## src/rtl/usbcts_pkg.sv

```systemverilog
// Package for the USB endpoint 0 control transfer sequencer.
// Holds the event and result word types, command, action and phase codes, and the phase enum.
// No dependencies.
package usbcts_pkg;

    localparam int CMD_W    = 3;
    localparam int LEN_W    = 16;
    localparam int RX_W     = 7;
    localparam int ACTION_W = 3;
    localparam int OFFSET_W = 10;
    localparam int PKT_W    = 7;
    localparam int PHASE_W  = 3;

    localparam logic [CMD_W-1:0] CMD_START_IN  = 3'd0;
    localparam logic [CMD_W-1:0] CMD_START_OUT = 3'd1;
    localparam logic [CMD_W-1:0] CMD_IN_DONE   = 3'd2;
    localparam logic [CMD_W-1:0] CMD_OUT_RX    = 3'd3;
    localparam logic [CMD_W-1:0] CMD_SETUP     = 3'd4;

    localparam logic [ACTION_W-1:0] ACT_NONE        = 3'd0;
    localparam logic [ACTION_W-1:0] ACT_SEND        = 3'd1;
    localparam logic [ACTION_W-1:0] ACT_SEND_ZERO   = 3'd2;
    localparam logic [ACTION_W-1:0] ACT_ACCEPT      = 3'd3;
    localparam logic [ACTION_W-1:0] ACT_STALL       = 3'd4;
    localparam logic [ACTION_W-1:0] ACT_COMPLETE    = 3'd5;
    localparam logic [ACTION_W-1:0] ACT_READ_ZERO   = 3'd6;
    localparam logic [ACTION_W-1:0] ACT_ACCEPT_ZERO = 3'd7;

    localparam logic [PHASE_W-1:0] PH_IDLE          = 3'd0;
    localparam logic [PHASE_W-1:0] PH_DATA_IN       = 3'd1;
    localparam logic [PHASE_W-1:0] PH_LAST_DATA_IN  = 3'd2;
    localparam logic [PHASE_W-1:0] PH_STATUS_IN     = 3'd3;
    localparam logic [PHASE_W-1:0] PH_DATA_OUT      = 3'd4;
    localparam logic [PHASE_W-1:0] PH_LAST_DATA_OUT = 3'd5;
    localparam logic [PHASE_W-1:0] PH_STATUS_OUT    = 3'd6;

    typedef enum logic [6:0] {
        S_IDLE          = 7'b0000001,
        S_DATA_IN       = 7'b0000010,
        S_LAST_DATA_IN  = 7'b0000100,
        S_STATUS_IN     = 7'b0001000,
        S_DATA_OUT      = 7'b0010000,
        S_LAST_DATA_OUT = 7'b0100000,
        S_STATUS_OUT    = 7'b1000000
    } t_state;

    typedef struct packed {
        logic [CMD_W-1:0] command;
        logic [LEN_W-1:0] data_length;
        logic [LEN_W-1:0] request_length;
        logic [RX_W-1:0]  received_bytes;
    } t_in_word;

    typedef struct packed {
        logic [ACTION_W-1:0] action;
        logic [OFFSET_W-1:0] buffer_offset;
        logic [PKT_W-1:0]    packet_length;
        logic [PHASE_W-1:0]  phase;
        logic                out_nak;
    } t_out_word;

    function automatic logic [PHASE_W-1:0] phase_code(input t_state s);
        logic [PHASE_W-1:0] c;
        case (s)
            S_IDLE:          c = PH_IDLE;
            S_DATA_IN:       c = PH_DATA_IN;
            S_LAST_DATA_IN:  c = PH_LAST_DATA_IN;
            S_STATUS_IN:     c = PH_STATUS_IN;
            S_DATA_OUT:      c = PH_DATA_OUT;
            S_LAST_DATA_OUT: c = PH_LAST_DATA_OUT;
            S_STATUS_OUT:    c = PH_STATUS_OUT;
            default:         c = PH_IDLE;
        endcase
        return c;
    endfunction

endpackage

```

## src/rtl/usb_control_transfer_sequencer.sv

```systemverilog
// Top level of the USB endpoint 0 control transfer sequencer.
// Depends on usbcts_pkg for the word types and the command, action and phase codes.
//
// The sequencer takes one event word per clock and gives one result word for each. The event
// is held in an input register, then one pass of logic updates the phase, byte count, offset
// and zero-length flag and loads the result register, from which the result word is presented.
// While a result waits on a stalled output, the input register can still take one word and then
// stalls the input. The block sustains one event per cycle whenever the result side does not
// stall. IN data is cut into packets of MAX_PACKET_BYTES with a trailing zero-length packet
// where needed, and lengths are clamped to BUFFER_BYTES.
module usb_control_transfer_sequencer
    import usbcts_pkg::*;
#(
    parameter int MAX_PACKET_BYTES = 64,
    parameter int BUFFER_BYTES     = 512
) (
    input  logic      i_clk,
    input  logic      i_rst_n,
    input  logic      i_in_valid,
    input  t_in_word  i_in_word,
    output logic      o_in_stall,
    output logic      o_out_valid,
    output t_out_word o_out_word,
    input  logic      i_out_stall
);

    localparam int CNT_W   = $clog2(BUFFER_BYTES + 1);
    localparam int DIV_K   = CNT_W + 8;
    localparam int RECIP_W = DIV_K - 2;
    localparam logic [CNT_W-1:0]   MPB_C   = CNT_W'(MAX_PACKET_BYTES);
    localparam logic [PKT_W-1:0]   MPB_P   = PKT_W'(MAX_PACKET_BYTES);
    localparam logic [CNT_W-1:0]   BUF_C   = CNT_W'(BUFFER_BYTES);
    localparam logic [LEN_W-1:0]   BUF_L   = LEN_W'(BUFFER_BYTES);
    localparam logic [RECIP_W-1:0] RECIP   =
        RECIP_W'((2 ** DIV_K + MAX_PACKET_BYTES - 1) / MAX_PACKET_BYTES);
    localparam logic [RX_W-1:0]    SETUP_B = RX_W'(8);

    logic      r_in_valid;
    t_in_word  r_in;
    logic      r_out_valid;
    t_out_word r_out;
    logic      advance;
    logic      in_accept;

    t_state           r_state, n_state;
    logic [CNT_W-1:0] r_count, n_count;
    logic [CNT_W-1:0] r_offset, n_offset;
    logic             r_zpp, n_zpp;
    logic [LEN_W-1:0] r_req, n_req;
    logic             r_nak, n_nak;

    logic [ACTION_W-1:0] res_action;
    logic [CNT_W-1:0]    res_off;
    logic [PKT_W-1:0]    res_len;

    logic [CNT_W-1:0]         dlen_c;
    logic [CNT_W+RECIP_W-1:0] div_prod;
    logic                     dlen_mult;
    logic                     zpp0;
    logic [CNT_W-1:0]         sn_count, sn_offset;
    logic                     sn_zpp;
    logic                     sn_big;
    logic [CNT_W-1:0]         out_len_reg, out_len_new;
    logic [CNT_W-1:0]         out_left;
    logic [PKT_W-1:0]         want;
    logic                     rx_short;
    logic [CNT_W-1:0]         count_plus;
    logic [CNT_W-1:0]         left_after;

    assign advance     = r_in_valid && (!r_out_valid || !i_out_stall);
    assign o_in_stall  = r_in_valid && !advance;
    assign in_accept   = i_in_valid && !o_in_stall;
    assign o_out_valid = r_out_valid;
    assign o_out_word  = r_out;

    // Divisibility test by multiplying with a rounded-up reciprocal: the low bits of the
    // product fall below the reciprocal exactly when the length is a multiple of a packet.
    assign dlen_c    = (r_in.data_length > BUF_L) ? BUF_C : r_in.data_length[CNT_W-1:0];
    assign div_prod  = dlen_c * RECIP;
    assign dlen_mult = div_prod[DIV_K-1:0] < DIV_K'(RECIP);
    assign zpp0      = (dlen_c != '0) && (LEN_W'(dlen_c) < r_in.request_length) && dlen_mult;

    assign sn_count  = (r_in.command == CMD_START_IN) ? dlen_c : r_count;
    assign sn_offset = (r_in.command == CMD_START_IN) ? '0 : r_offset;
    assign sn_zpp    = (r_in.command == CMD_START_IN) ? zpp0 : r_zpp;
    assign sn_big    = sn_count > MPB_C;

    assign out_len_reg = (r_req > BUF_L) ? BUF_C : r_req[CNT_W-1:0];
    assign out_len_new = (r_in.request_length > BUF_L) ? BUF_C
                                                       : r_in.request_length[CNT_W-1:0];
    assign out_left    = out_len_reg - r_count;
    assign want        = (out_left > MPB_C) ? MPB_P : out_left[PKT_W-1:0];
    assign rx_short    = r_in.received_bytes < want;
    assign count_plus  = r_count + CNT_W'(want);
    assign left_after  = out_len_reg - count_plus;

    always_comb begin
        n_state    = r_state;
        n_count    = r_count;
        n_offset   = r_offset;
        n_zpp      = r_zpp;
        n_req      = r_req;
        n_nak      = r_nak;
        res_action = ACT_NONE;
        res_off    = '0;
        res_len    = '0;
        case (r_in.command)
            CMD_START_IN, CMD_IN_DONE: begin
                if (r_in.command == CMD_START_IN) begin
                    n_req = r_in.request_length;
                end
                if (r_in.command == CMD_START_IN || r_state == S_DATA_IN) begin
                    res_action = ACT_SEND;
                    res_off    = sn_offset;
                    if (sn_big) begin
                        res_len  = MPB_P;
                        n_state  = S_DATA_IN;
                        n_offset = sn_offset + MPB_C;
                        n_count  = sn_count - MPB_C;
                        n_zpp    = sn_zpp;
                    end else begin
                        res_len  = sn_count[PKT_W-1:0];
                        n_state  = sn_zpp ? S_DATA_IN : S_LAST_DATA_IN;
                        n_offset = '0;
                        n_count  = '0;
                        n_zpp    = 1'b0;
                    end
                end else if (r_state == S_LAST_DATA_IN) begin
                    n_state = S_STATUS_OUT;
                    n_nak   = 1'b0;
                end else if (r_state == S_STATUS_IN) begin
                    n_state    = S_IDLE;
                    res_action = ACT_COMPLETE;
                end else begin
                    n_state    = S_IDLE;
                    res_action = ACT_STALL;
                end
            end
            CMD_START_OUT: begin
                n_req   = r_in.request_length;
                n_count = '0;
                n_state = (out_len_new > MPB_C) ? S_DATA_OUT : S_LAST_DATA_OUT;
                n_nak   = 1'b0;
            end
            CMD_OUT_RX: begin
                if (r_state == S_DATA_OUT || r_state == S_LAST_DATA_OUT) begin
                    if (rx_short) begin
                        n_state    = S_IDLE;
                        res_action = ACT_STALL;
                    end else begin
                        res_off = r_count;
                        res_len = want;
                        n_count = count_plus;
                        if (r_state == S_DATA_OUT) begin
                            res_action = ACT_ACCEPT;
                            if (left_after <= MPB_C) begin
                                n_state = S_LAST_DATA_OUT;
                            end
                        end else begin
                            res_action = ACT_ACCEPT_ZERO;
                            n_state    = S_STATUS_IN;
                        end
                    end
                end else if (r_state == S_STATUS_OUT) begin
                    res_action = ACT_READ_ZERO;
                    n_state    = S_IDLE;
                end else begin
                    n_state    = S_IDLE;
                    res_action = ACT_STALL;
                end
            end
            CMD_SETUP: begin
                n_nak    = 1'b1;
                n_req    = r_in.request_length;
                n_state  = S_IDLE;
                n_count  = '0;
                n_offset = '0;
                n_zpp    = 1'b0;
                if (r_in.received_bytes != SETUP_B) begin
                    res_action = ACT_STALL;
                end
            end
            default: begin
            end
        endcase
    end

    always_ff @(posedge i_clk) begin
        if (!i_rst_n) begin
            r_in_valid  <= 1'b0;
            r_out_valid <= 1'b0;
            r_state     <= S_IDLE;
            r_count     <= '0;
            r_offset    <= '0;
            r_zpp       <= 1'b0;
            r_req       <= '0;
            r_nak       <= 1'b0;
        end else begin
            if (in_accept) begin
                r_in_valid <= 1'b1;
            end else if (advance) begin
                r_in_valid <= 1'b0;
            end
            if (advance) begin
                r_out_valid <= 1'b1;
                r_state     <= n_state;
                r_count     <= n_count;
                r_offset    <= n_offset;
                r_zpp       <= n_zpp;
                r_req       <= n_req;
                r_nak       <= n_nak;
            end else if (!i_out_stall) begin
                r_out_valid <= 1'b0;
            end
        end
    end

    always_ff @(posedge i_clk) begin
        if (in_accept) begin
            r_in <= i_in_word;
        end
        if (advance) begin
            r_out.action        <= res_action;
            r_out.buffer_offset <= OFFSET_W'(res_off);
            r_out.packet_length <= res_len;
            r_out.phase         <= phase_code(n_state);
            r_out.out_nak       <= n_nak;
        end
    end

    a_setup_idle: assert property (@(posedge i_clk) disable iff (!i_rst_n)
        advance && r_in.command == CMD_SETUP
        |=> o_out_valid && o_out_word.out_nak && o_out_word.phase == PH_IDLE)
        else $error("setup event did not return to idle with OUT NAK set");

    a_stall_idle: assert property (@(posedge i_clk) disable iff (!i_rst_n)
        o_out_valid && o_out_word.action == ACT_STALL |-> o_out_word.phase == PH_IDLE)
        else $error("stall result left the sequencer outside idle");

    a_pkt_len: assert property (@(posedge i_clk) disable iff (!i_rst_n)
        o_out_valid && (o_out_word.action == ACT_SEND || o_out_word.action == ACT_ACCEPT)
        |-> o_out_word.packet_length <= MPB_P)
        else $error("packet longer than the maximum packet size");

    a_hold_in: assert property (@(posedge i_clk) disable iff (!i_rst_n)
        r_in_valid && !advance |=> r_in_valid && $stable(r_in))
        else $error("pending event word lost or overwritten");

    a_out_count: assert property (@(posedge i_clk) disable iff (!i_rst_n)
        (r_state == S_DATA_OUT || r_state == S_LAST_DATA_OUT) |-> r_count <= out_len_reg)
        else $error("OUT byte count beyond the transfer length");

endmodule

```

## config.mk

```make
export PLATFORM = sky130hd
export DESIGN_NAME = usb_control_transfer_sequencer
export DESIGN_NICKNAME = d
export VERILOG_FILES = /design/src/rtl/usbcts_pkg.sv /design/src/rtl/usb_control_transfer_sequencer.sv
export SDC_FILE = /design/constraint.sdc
export NUM_CORES = 1
export LEC_CHECK = 0
export BUFFER_PORTS_ARGS = -buffer_cell sky130_fd_sc_hd__buf_2
export CORE_ASPECT_RATIO = 1.4
export CORE_MARGIN = 10
export CORE_UTILIZATION = 45
export DETAILED_ROUTE_END_ITERATION = 6
export GPL_TIMING_DRIVEN = 0
export PLACE_DENSITY = 0.7
export SYNTH_ARGS = -nofsm -noshare
export SYNTH_HDL_FRONTEND = slang
export SYNTH_SLANG_ARGS = --single-unit
```

## constraint.sdc

```tcl
create_clock -name i_clk -period 6.6 [get_ports i_clk]
set_input_delay 0.33 -clock i_clk [delete_from_list [all_inputs] [get_ports i_clk]]
set_output_delay 0.33 -clock i_clk [all_outputs]
set_load 0.005 [all_outputs]
```

# Yosys cells after proc, flatten, opt, wreduce, memory -nomap -nowiden
# Cells that the tools add are included.
[classes]
addsub = 5
multipliers = 0
n_div = 0
order_cmp = 10
n_eq_ne = 22
shifts = 0
muxes = 56
bitwise_logic = 0
n_reduce_logical = 23
[ops]
columns = ["operator", "n"]
rows = [
  ["two-way mux 10 bit", 14],
  ["two-way mux 7 bit", 11],
  ["> comparator 16 x 10 -> 1 bit (second input constant)", 3],
  ["case mux 10 bit (2 select lines)", 2],
  ["case mux 16 bit (2 select lines)", 1],
  ["> comparator 10 x 7 -> 1 bit (second input constant)", 3],
  ["case mux 10 bit (3 select lines)", 1],
  ["case mux 7 bit (4 select lines)", 1],
  ["two-way mux 3 bit", 8],
  ["subtractor 10 bit", 2],
  ["< comparator 18 x 13 -> 1 bit (second input constant)", 1],
  ["case mux 3 bit (6 select lines)", 1],
  ["< comparator 10 x 16 -> 1 bit", 1],
  ["two-way mux 16 bit", 1],
  ["equality test 7 x 2 -> 1 bit (second input constant)", 2],
  ["equality test 7 x 3 -> 1 bit (second input constant)", 2],
  ["equality test 7 x 4 -> 1 bit (second input constant)", 2],
  ["equality test 7 x 5 -> 1 bit (second input constant)", 2],
  ["equality test 7 x 6 -> 1 bit (second input constant)", 2],
  ["equality test 7 bit (second input constant)", 2],
  ["case mux 7 bit (2 select lines)", 1],
  ["adder 10 x 7 -> 10 bit", 1],
  ["adder 10 x 7 -> 10 bit (second input constant)", 1],
  ["<= comparator 10 x 7 -> 1 bit (second input constant)", 1],
  ["24 further kinds", 50],
]
[totals]
ff_bits = 113
latchBits = 0
mem_bits_rw = 0
rom_bits = 0
in_bits = 46
output_inout_bits = 26
n_memories = 0

# Longest topological paths before layout
# Gate-level depths: netlist (run 1).
[logic_depth]
depth_word = 15
mapped_depth = 32
ltp_nobuf = 32

# Worst setup path before layout (run 1)
# Ideal clock, no wire load.
[synth_path]
path_kind = "flip-flop to flip-flop"
from = "register r_req[10]"
to = "register o_out_word[3] (netlist name)"
setup_time_ps = 270
arrival_time_ps = 6196
path_slack_ps = 134
path_stages_with_launch = 30
n_path_buf = 0
synth_period_minus_slack_ps = 6466
cell_sequence = "dfxtp_1 -> nor4_1 -> nand2_1 -> a21oi_1 -> and2_1 -> ha_1 -> nor2b_4 -> o2111a_1 -> or4_4 -> a2111oi_4 -> nand2b_1 -> nand4b_1 -> nor2_1 -> ha_1 -> inv_1 -> fa_1 -> nor2b_1 -> o21ai_0 -> a21oi_1 -> nand2b_1 -> ha_1 -> or2_0 -> a21oi_1 -> a211oi_1 -> a211o_1 -> o31a_1 -> or2_2 -> a31oi_4 -> xnor2_1 -> o22ai_1"
[synth_between]
elab_chain_cells = 15
[synth_lines]
columns = ["item", "line", "text"]
rows = [
  ["start: declaration", "usb_control_transfer_sequencer.sv:49", "logic [LEN_W-1:0] r_req, n_req;"],
  ["start signal: assignment", "usb_control_transfer_sequencer.sv:210", "r_req <= n_req;"],
  ["> comparator 16 x 10 -> 1 bit *", "usb_control_transfer_sequencer.sv:88", "assign out_len_reg = (r_req > BUF_L) ? BUF_C : r_req[CNT_W-1:0];"],
  ["two-way mux 10 bit *", "usb_control_transfer_sequencer.sv:88", ""],
  ["subtractor 10 bit", "usb_control_transfer_sequencer.sv:91", "assign out_left = out_len_reg - r_count;"],
  ["> comparator 10 x 7 -> 1 bit", "usb_control_transfer_sequencer.sv:92", "assign want = (out_left > MPB_C) ? MPB_P : out_left[PKT_W-1:0];"],
  ["two-way mux 7 bit", "usb_control_transfer_sequencer.sv:92", ""],
  ["adder 10 x 7 -> 10 bit", "usb_control_transfer_sequencer.sv:94", "assign count_plus = r_count + CNT_W'(want);"],
  ["subtractor 10 bit", "usb_control_transfer_sequencer.sv:95", "assign left_after = out_len_reg - count_plus;"],
  ["<= comparator 10 x 7 -> 1 bit", "usb_control_transfer_sequencer.sv:156", "if (left_after <= MPB_C) begin"],
  ["two-way mux 7 bit", "usb_control_transfer_sequencer.sv:156", ""],
  ["two-way mux 7 bit", "usb_control_transfer_sequencer.sv:154", "if (r_state == S_DATA_OUT) begin"],
  ["two-way mux 7 bit *", "usb_control_transfer_sequencer.sv:147", "if (rx_short) begin"],
  ["two-way mux 7 bit *", "usb_control_transfer_sequencer.sv:146", "if (r_state == S_DATA_OUT || r_state == S_LAST_DATA_OUT) begin"],
  ["case mux 7 bit (4 select lines) *", "usb_control_transfer_sequencer.sv:107", "case (r_in.command)"],
  ["equality test 7 bit (tied with other cells)", "usbcts_pkg.sv:64", "case (s)"],
  ["case mux 3 bit (6 select lines) *", "usbcts_pkg.sv:64", ""],
]
# Mark *: on every way between the ends. The rest lies on a longest branch, timed or not.
# A chain may end at the register's enable or synchronous reset.

# Worst setup path after layout (run 1)
[layout_path]
from = "register r_req[5]"
to = "register o_out_word[3] (netlist name)"
[layout_between]
elab_chain_cells = 15
[layout_lines]
columns = ["item", "line"]
rows = [
  ["> comparator 16 x 10 -> 1 bit", "usb_control_transfer_sequencer.sv:88"],
  ["two-way mux 10 bit *", "usb_control_transfer_sequencer.sv:88"],
  ["subtractor 10 bit", "usb_control_transfer_sequencer.sv:91"],
  ["> comparator 10 x 7 -> 1 bit", "usb_control_transfer_sequencer.sv:92"],
  ["two-way mux 7 bit", "usb_control_transfer_sequencer.sv:92"],
  ["adder 10 x 7 -> 10 bit", "usb_control_transfer_sequencer.sv:94"],
  ["subtractor 10 bit", "usb_control_transfer_sequencer.sv:95"],
  ["<= comparator 10 x 7 -> 1 bit", "usb_control_transfer_sequencer.sv:156"],
  ["two-way mux 7 bit", "usb_control_transfer_sequencer.sv:156"],
  ["two-way mux 7 bit", "usb_control_transfer_sequencer.sv:154"],
  ["two-way mux 7 bit *", "usb_control_transfer_sequencer.sv:147"],
  ["two-way mux 7 bit *", "usb_control_transfer_sequencer.sv:146"],
  ["case mux 7 bit (4 select lines) *", "usb_control_transfer_sequencer.sv:107"],
  ["equality test 7 bit (tied with other cells)", "usbcts_pkg.sv:64"],
  ["case mux 3 bit (6 select lines) *", "usbcts_pkg.sv:64"],
]
# Marks and branches as above.

==> results of run 1 <==
cell type report:
| type | instances | area, µm² |
|---|---|---|
| repair buffers | 99 | 589.3 |
| clock buffers | 18 | 429.2 |
| multi-input cells | 512 | 3869 |
| well taps | 189 | 236.5 |
| plain buffers | 24 | 107.6 |
| clock inverters | 14 | 190.2 |
| flip-flops and latches | 113 | 2925 |
| fillers | 1252 | 5978 |
| inverters | 49 | 183.9 |
cell families (layout without fill, tap and decap cells):
kind of cell	count (synthesis)	in the layout	synth area share, %
fa+ha+maj	45	45	8.683
compound gates	185	185	20.02
flops	113	113	43.90
buf+inv	74	204	4.416
mux	7	7	1.071
xor+xnor	23	23	3.139
simple gates	252	252	18.77
critical path, delay by kind of cell, from the launching register on:
family / cells / cell delay (ns)
compound gates: 8 / 1.61
buf+inv: 2 / 0.26
simple gates: 12 / 2.46
xor+xnor: 3 / 0.67
fa+ha+maj: 4 / 1.08
flops: 1 / 0.33
flip-flops by register name (all words and copies together) (netlist names):
register,cells
o_out_valid,1
o_out_word,24
r_count,10
r_in,42
r_in_valid,1
r_nak,1
r_offset,10
r_req,16
r_state,7
r_zpp,1
cell usage after synthesis, drive strengths merged, types with 8 or more instances:
| cell | n |
|---|---|
| o21ai | 32 |
| nor3 | 14 |
| nand2 | 96 |
| and2 | 20 |
| xor2 | 11 |
| xnor2 | 12 |
| a21oi | 30 |
| ha | 43 |
| o21a | 8 |
| nor2 | 36 |
| dfxtp | 47 |
| nand3 | 17 |
| inv | 48 |
| nor4 | 12 |
| o211a | 13 |
| nor2b | 15 |
| o22ai | 13 |
| o221ai | 9 |
| a21boi | 24 |
| a21o | 8 |
| clkbuf | 21 |
| edfxtp | 66 |
worst max-delay path by stage:
stage                     startpoint       endpoint  slack [ns]  cells after the start
after floorplan            r_req[10]  o_out_word[3]        0.13                     29
after global placement     r_req[10]  o_out_word[2]       -1.11                     29
after detailed placement   r_req[10]  o_out_word[2]       -1.16                     29
after CTS                   r_req[5]  o_out_word[1]       -0.12                     29
after global routing        r_req[5]  o_out_word[2]       -0.42                     29
final                       r_req[5]  o_out_word[3]       -0.12                     29
metrics by stage:
stage,power [W],util (%)
global placement,0.001152,49.97
detailed placement,0.001163,50.16
global route,0.002318,58.80
CTS,0.002174,56.92
floorplan,0.001060,-
finish,0.002231,58.80
report_power, final:
part           switching, W  leakage [nW]  internal (W)  total (W)
clock network      0.000336         0.278      0.000628   0.000964
logic              0.000267          2.16      0.000199   0.000466
registers         0.0000213          1.03      0.000780   0.000801
routing by layer:
layer / vias to the layer above / track usage [%] / routed length [µm]
li1: 2795 / - / -
met1: 2713 / 20.88 / 7443
met2: 152 / 32.97 / 9934
met3: 36 / 4.158 / 907
met4: 0 / 9.452 / 540
met5: - / 0 / 0
timing repair:
item                       CTS  global route
setup buffers               18             9
setup endpoints to repair   15            13
pin swaps                   37            29
gates resized for setup     49            40
==> out/qor.yml, run 1 <==
run_status: "finished, violations left"
violations: "setup timing"
hold_path_end: "r_in[18]"
ys_warn_count: 0
worstPathMaxFanout: 7
yosys.area.top_type: "sky130_fd_sc_hd__edfxtp_1"
grt_first_pass_wirelength_um: 29440
placeableCoreArea_mm2: 0.01451
routed_via_density: 5.595
cts_tree: "built"
synthesis.area_mm2: 0.006658
gr-usage-all-layers_pct: 18.85
count_of_maximum_capacitance_violations: 0
share_of_the_synthesized_area_in_the_top_cell_type_pct: 29.77
flop2flop_setup_slack_ns: -0.12
hold_path_depth: 1
std_cell_rows: 52
worstReg2RegEnd: "o_out_word[3]"
layout.cells.most_common_list: "sky130_fd_sc_hd__nand2_1 (92), sky130_fd_sc_hd__buf_2 (72), sky130_fd_sc_hd__edfxtp_1 (66)"
design_area_mm2: 0.008531
p_leak_nw: 3.463
vdd.ir_drop.worst_mv: 0.1856
clk_pin_slew_worst_paths_ns: 0.05
floorplan.initialDensity_pct: 45.89
placed_cell_area_mm2: 0.007278
ant_nets: 0
netlist_top_cells_area: "sky130_fd_sc_hd__edfxtp_1 (30%), sky130_fd_sc_hd__dfxtp_1 (14%), sky130_fd_sc_hd__ha_1 (8.1%)"
die_height_um: 163.9
synth-seq-area-share_pct: 43.90
fp.dieArea_mm2: 0.02013
cp.arrival_ns: 6.87
grt_antenna_before_repair: 0
startpoint_to_endpoint_class_of_the_critical_path: "flop to flop"
setup-violations-final: 3
placement.setup.worst_slack_ns: -1.163
firstDrtPassIters: 5
synth-main-ff-cell: "sky130_fd_sc_hd__edfxtp_1"
cts_root_buffer: "sky130_fd_sc_hd__clkbuf_16"
cts_inserted_buffers: 17
stdcell_count: 1018
routed_wire_length_per_instance_um: 18.49
synthesis.nets: 790
hold_violations: 0
placed_cells: 960
num_vias: 5696
timing.max_slew.rel_slack_pct: 31.17
maximum_number_of_pins_on_one_net_before_global_route_repair: 38
detail_route.iter0.violations: 453
ctsHoldBuffers: 0
ctsHtreeMaxLevel: 4
end_kind: "flop"
syn2layout_area_growth_pct: 28.13
ioPinCount: 72
maxSlewViolCount: 0
number_of_storage_elements_in_the_synthesis_netlist: 113
hold_path_class: "input pin to flop"
gp_congestion: 0.9168
final_layout_net_count: 907
power-per-cell-area_mw_per_mm2: 261.6
period_share_pct: 101.7
transition_time_of_the_tightest_slew_check_pin_ns: 1.022
fp.dieW_um: 122.8
synth.lib_cells_used.distinct: 74
worst_clock_skew_ns: 0.008296
place.detailed.hpwl_um: 14150
hold_path.startpoint: "i_in_word[18]"
beginning_of_the_worst_register_to_register_path: "r_req[5]"
max-clock-path-buffers: 2
worst_hold_margin_ns: 0.07372
worst-endpoint-required_ns: 6.76
post-route-min-period_ns: 6.715
final_layout_size_suffix_gt1_share_pct: 25.69
setup.worst_path.start_class: "flop"
unrepaired_setup_endpoints_after_global_routing: "yes"
numPortBuffers: 71
cts_sinks: 113
overflow: 0
clock_insertion_delay_worst_skew_ns: 0.43
worst_r2r_path_cells: 29
highest_delay_cell_along_the_critical_path: "sky130_fd_sc_hd__or3_4"
post_synth.cell_area_avg_um2: 9.525
number_of_flops_mapped_to_enable_cells_by_yosys: 66
netlist_instances: 699
max_freq_mhz: 148.9
cpPeakStageDelay_ns: 0.41
synth_async_sr_flop_share_pct: 0
first_global_vias: 5788
drc_errors_left: 0
layout.cells.most_common: "sky130_fd_sc_hd__nand2_1"
postRouteWirelength_um: 18830
worst_slack_ns: -0.1152
fin_setup_tns_ns: -0.2976
diodes: 0
Note: power is estimated with default switching activity, not from simulation.
==> run 2: changes to the inputs <==
- SKIP_CTS_REPAIR_TIMING: default -> 1
==> run 2 against run 1 <==
Net effect:
- the run still ends with setup timing left
- cell area is 1.6% lower
- combinational power down 5.4%
- critical endpoint unchanged
- worst setup slack worse by 0.20 ns
- register-to-register slack worse by 0.20 ns
- clock-buffer cell count unchanged
- core utilization is 0.94 points lower
- die area did not move
- cell count is 0.79% lower
- power down 1.3%
==> out/qor.yml, run 2 (synthesis gave the netlist of run 1 again) <==
final_layout_net_count: 899  # was 907
met3_usage_pct: 4.330  # was 4.158%
setup.worst_path.start_class: "flop"  # unchanged
num_vias: 5690  # was 5,696
worst-endpoint-required_ns: 6.75  # was 6.76 ns
placed_cell_area_mm2: 0.007278  # unchanged
placeableCoreArea_mm2: 0.01451  # unchanged
share_clk_of_total_power_pct: 43.7  # was 43.2%
place.detailed.hpwl_um: 14150  # unchanged
period_share_pct: 104.8  # was 101.7%
grt_antenna_before_repair: 0  # unchanged
cpPeakStageDelay_ns: 0.53  # was 0.41 ns
grt.met1_usage_pct: 20.63  # was 20.88%
worst-path-buf-inv: 2  # unchanged
postRouteWirelength_um: 18440  # was 18,830 µm
ctsHtreeMaxLevel: 4  # unchanged
hold_path_class: "input pin to flop"  # unchanged
layout.filler_cells: 1261  # was 1,252
numPortBuffers: 71  # unchanged
worst_clock_skew_ns: 0.005870  # was 0.008296 ns
cp_common_cell: "sky130_fd_sc_hd__nand2_1"
syn2layout_area_growth_pct: 26.09  # was 28.13%
first_global_vias: 5590  # was 5,788
fp.dieW_um: 122.8  # unchanged
overflow: 0  # unchanged
gr-usage-all-layers_pct: 18.43  # was 18.85%
firstDrtPassIters: 5  # unchanged
seq_power_share_pct: 36.3  # was 35.9%
ioPinCount: 72  # unchanged
gp_congestion: 0.9168  # unchanged
floorplan.initialDensity_pct: 45.89  # unchanged
hold_path_depth: 1  # unchanged
design_area_mm2: 0.008394  # was 0.008531 mm²
clock_insertion_delay_worst_skew_ns: 0.42  # was 0.43 ns
worstReg2RegEnd: "o_out_word[3]"  # unchanged
largest_register_ffs: 42  # unchanged
hold_path.startpoint: "i_in_word[18]"  # unchanged
grt_first_pass_wirelength_um: 28750  # was 29,440 µm
layout.area.seq_mm2: 0.002927  # was 0.002925 mm²
globalRoute.busiestLayer: "met2"  # unchanged
unrepaired_setup_endpoints_after_global_routing: "yes"  # unchanged
std_cell_rows: 52  # unchanged
cp.arrival_ns: 7.07  # was 6.87 ns
timing.max_slew.rel_slack_pct: 35.15  # was 31.17%
path_length_in_cells_of_the_critical_path: 31  # was 29
fp.dieArea_mm2: 0.02013  # unchanged
placed_cells: 960  # unchanged
multi_input_area_mm2: 0.003795  # was 0.003869 mm²
ant_nets: 0  # unchanged
die_height_um: 163.9  # unchanged
maximum_number_of_pins_on_one_net_before_global_route_repair: 38  # unchanged
end_kind: "flop"  # unchanged
maxSlewViolCount: 0  # unchanged
violations: "setup timing"  # unchanged
final_layout_size_suffix_gt1_share_pct: 23.26  # was 25.69%
diodes: 0  # unchanged
hold_path_end: "r_in[18]"  # unchanged
highest_delay_cell_along_the_critical_path: "sky130_fd_sc_hd__or4_4"  # was sky130_fd_sc_hd__or3_4
startpoint_to_endpoint_class_of_the_critical_path: "flop to flop"  # unchanged
layout.cells.most_common: "sky130_fd_sc_hd__nand2_1"  # unchanged
worst_slack_ns: -0.3173  # was -0.1152 ns
count_of_maximum_capacitance_violations: 0  # unchanged
cts_sinks: 113  # unchanged
p_leak_nw: 3.397  # was 3.463 nW
routed_via_density: 5.634  # was 5.595
setup-violations-final: 5  # was 3
vdd.ir_drop.worst_mv: 0.1845  # was 0.1856 mV
run_status: "finished, violations left"  # unchanged
detail_route.iter0.violations: 408  # was 453
combinationalPowerShare_pct: 20.0  # was 20.9%
post-route-min-period_ns: 6.917  # was 6.715 ns
post-layout-total-power_w: 0.002203  # was 0.002231 W
cts_inserted_buffers: 17  # unchanged
power_report.internal_total_w: 0.001593  # was 0.001607 W
hold_violations: 0  # unchanged
worst_r2r_path_cells: 31  # was 29
total_switching_power_w: 0.0006103  # was 0.0006247 W
drc_errors_left: 0  # unchanged
register_with_the_most_flip_flops: "r_in"  # unchanged
routed_wire_length_per_instance_um: 18.26  # was 18.49 µm
transition_time_of_the_tightest_slew_check_pin_ns: 0.9625  # was 1.022 ns
stdcell_count: 1010  # was 1,018
power-per-cell-area_mw_per_mm2: 262.4  # was 261.6 mW/mm²
cts_root_buffer: "sky130_fd_sc_hd__clkbuf_16"  # unchanged
cts_tree: "built"  # unchanged
flop2flop_setup_slack_ns: -0.32  # was -0.12 ns
reg.largest.list: "r_in (42), o_out_word (24), r_req (16)"  # unchanged
beginning_of_the_worst_register_to_register_path: "r_req[10]"  # was r_req[5]
use_met2_pct: 32.09  # was 32.97%
clk_pin_slew_worst_paths_ns: 0.05  # about the same
layout.cells.most_common_list: "sky130_fd_sc_hd__nand2_1 (94), sky130_fd_sc_hd__buf_2 (72), sky130_fd_sc_hd__edfxtp_1 (66)"  # was sky130_fd_sc_hd__nand2_1 (92), sky130_fd_sc_hd__buf_2 (72), sky130_fd_sc_hd__edfxtp_1 (66)
max_freq_mhz: 144.6  # was 148.9 MHz
worstPathMaxFanout: 8  # was 7
cpLargestDelayFamily: "simple AND/OR/NAND/NOR gates"  # unchanged
power.share.switching_pct: 27.70  # was 28.00%
max-clock-path-buffers: 2  # unchanged
## run 2: cell count changes in the layout (fill, tap and decap cells not counted), moves of 2 or more
cell,change
sky130_fd_sc_hd__o21ai_0,+2
sky130_fd_sc_hd__dfxtp_2,-2
sky130_fd_sc_hd__buf_4,-7
sky130_fd_sc_hd__nand3_1,+3
sky130_fd_sc_hd__nand3_2,-3
sky130_fd_sc_hd__nand2_1,+2
sky130_fd_sc_hd__nand2_2,-2
## run 2: area by class of cell
cell class              count  area share, %
plain buffers              24          1.282
clock buffers              18          5.113
clock inverters            14          2.266
inverters                  49          2.191
multi-input cells         512          45.21
flip-flops and latches    113          34.86
well taps                 189          2.817
repair buffers             91          6.260
## run 2: metal layers
layer | wire length (µm) | share of wire (%) | vias up
met3 | 820 | 4.4 | 38
met4 | 587 | 3.2 | 0
met5 | 0 | 0 | -
met1 | 7431 | 40 | 2725
met2 | 9603 | 52 | 146
li1 | - | - | 2781
## run 2: power by group through the flow
stage                     Combinational, W  Sequential (W)  Clock [W]
after floorplan                   0.000252        0.000809          0
after global placement            0.000338        0.000813          0
after detailed placement          0.000350        0.000813          0
after CTS                         0.000353        0.000799   0.000973
after global routing              0.000482        0.000803    0.00101
final                             0.000441        0.000800   0.000962
## run 2: worst max-delay path by stage
stage,start,to,slack (ns)
CTS,r_req[10],o_out_word[2],-1.26
global placement,r_req[10],o_out_word[2],-1.11
detailed placement,r_req[10],o_out_word[2],-1.16
global route,r_req[6],o_out_word[3],-0.63
finish,r_req[10],o_out_word[3],-0.32
floorplan,r_req[10],o_out_word[3],0.13
## run 2: stage by stage
stage               worst slack [ns]  utilization [%]  setup TNS, ns  hold WS, ns
floorplan                     0.1339                -              0       0.4086
global placement              -1.111            49.97         -5.207       0.4157
detailed placement            -1.163            50.16         -5.629       0.4208
CTS                           -1.257            54.43         -6.624      0.06867
global route                 -0.6278            57.86         -2.671      0.06370
finish                       -0.3173            57.86         -1.019      0.07988
## run 2: worst reg2reg max path: cells and delay by family (launching register included)
kind | cells | cell delay (ns)
compound gates | 10 | 1.90
fa+ha+maj | 4 | 1.17
simple gates | 13 | 2.75
flops | 1 | 0.32
xor+xnor | 2 | 0.32
buf+inv | 2 | 0.17
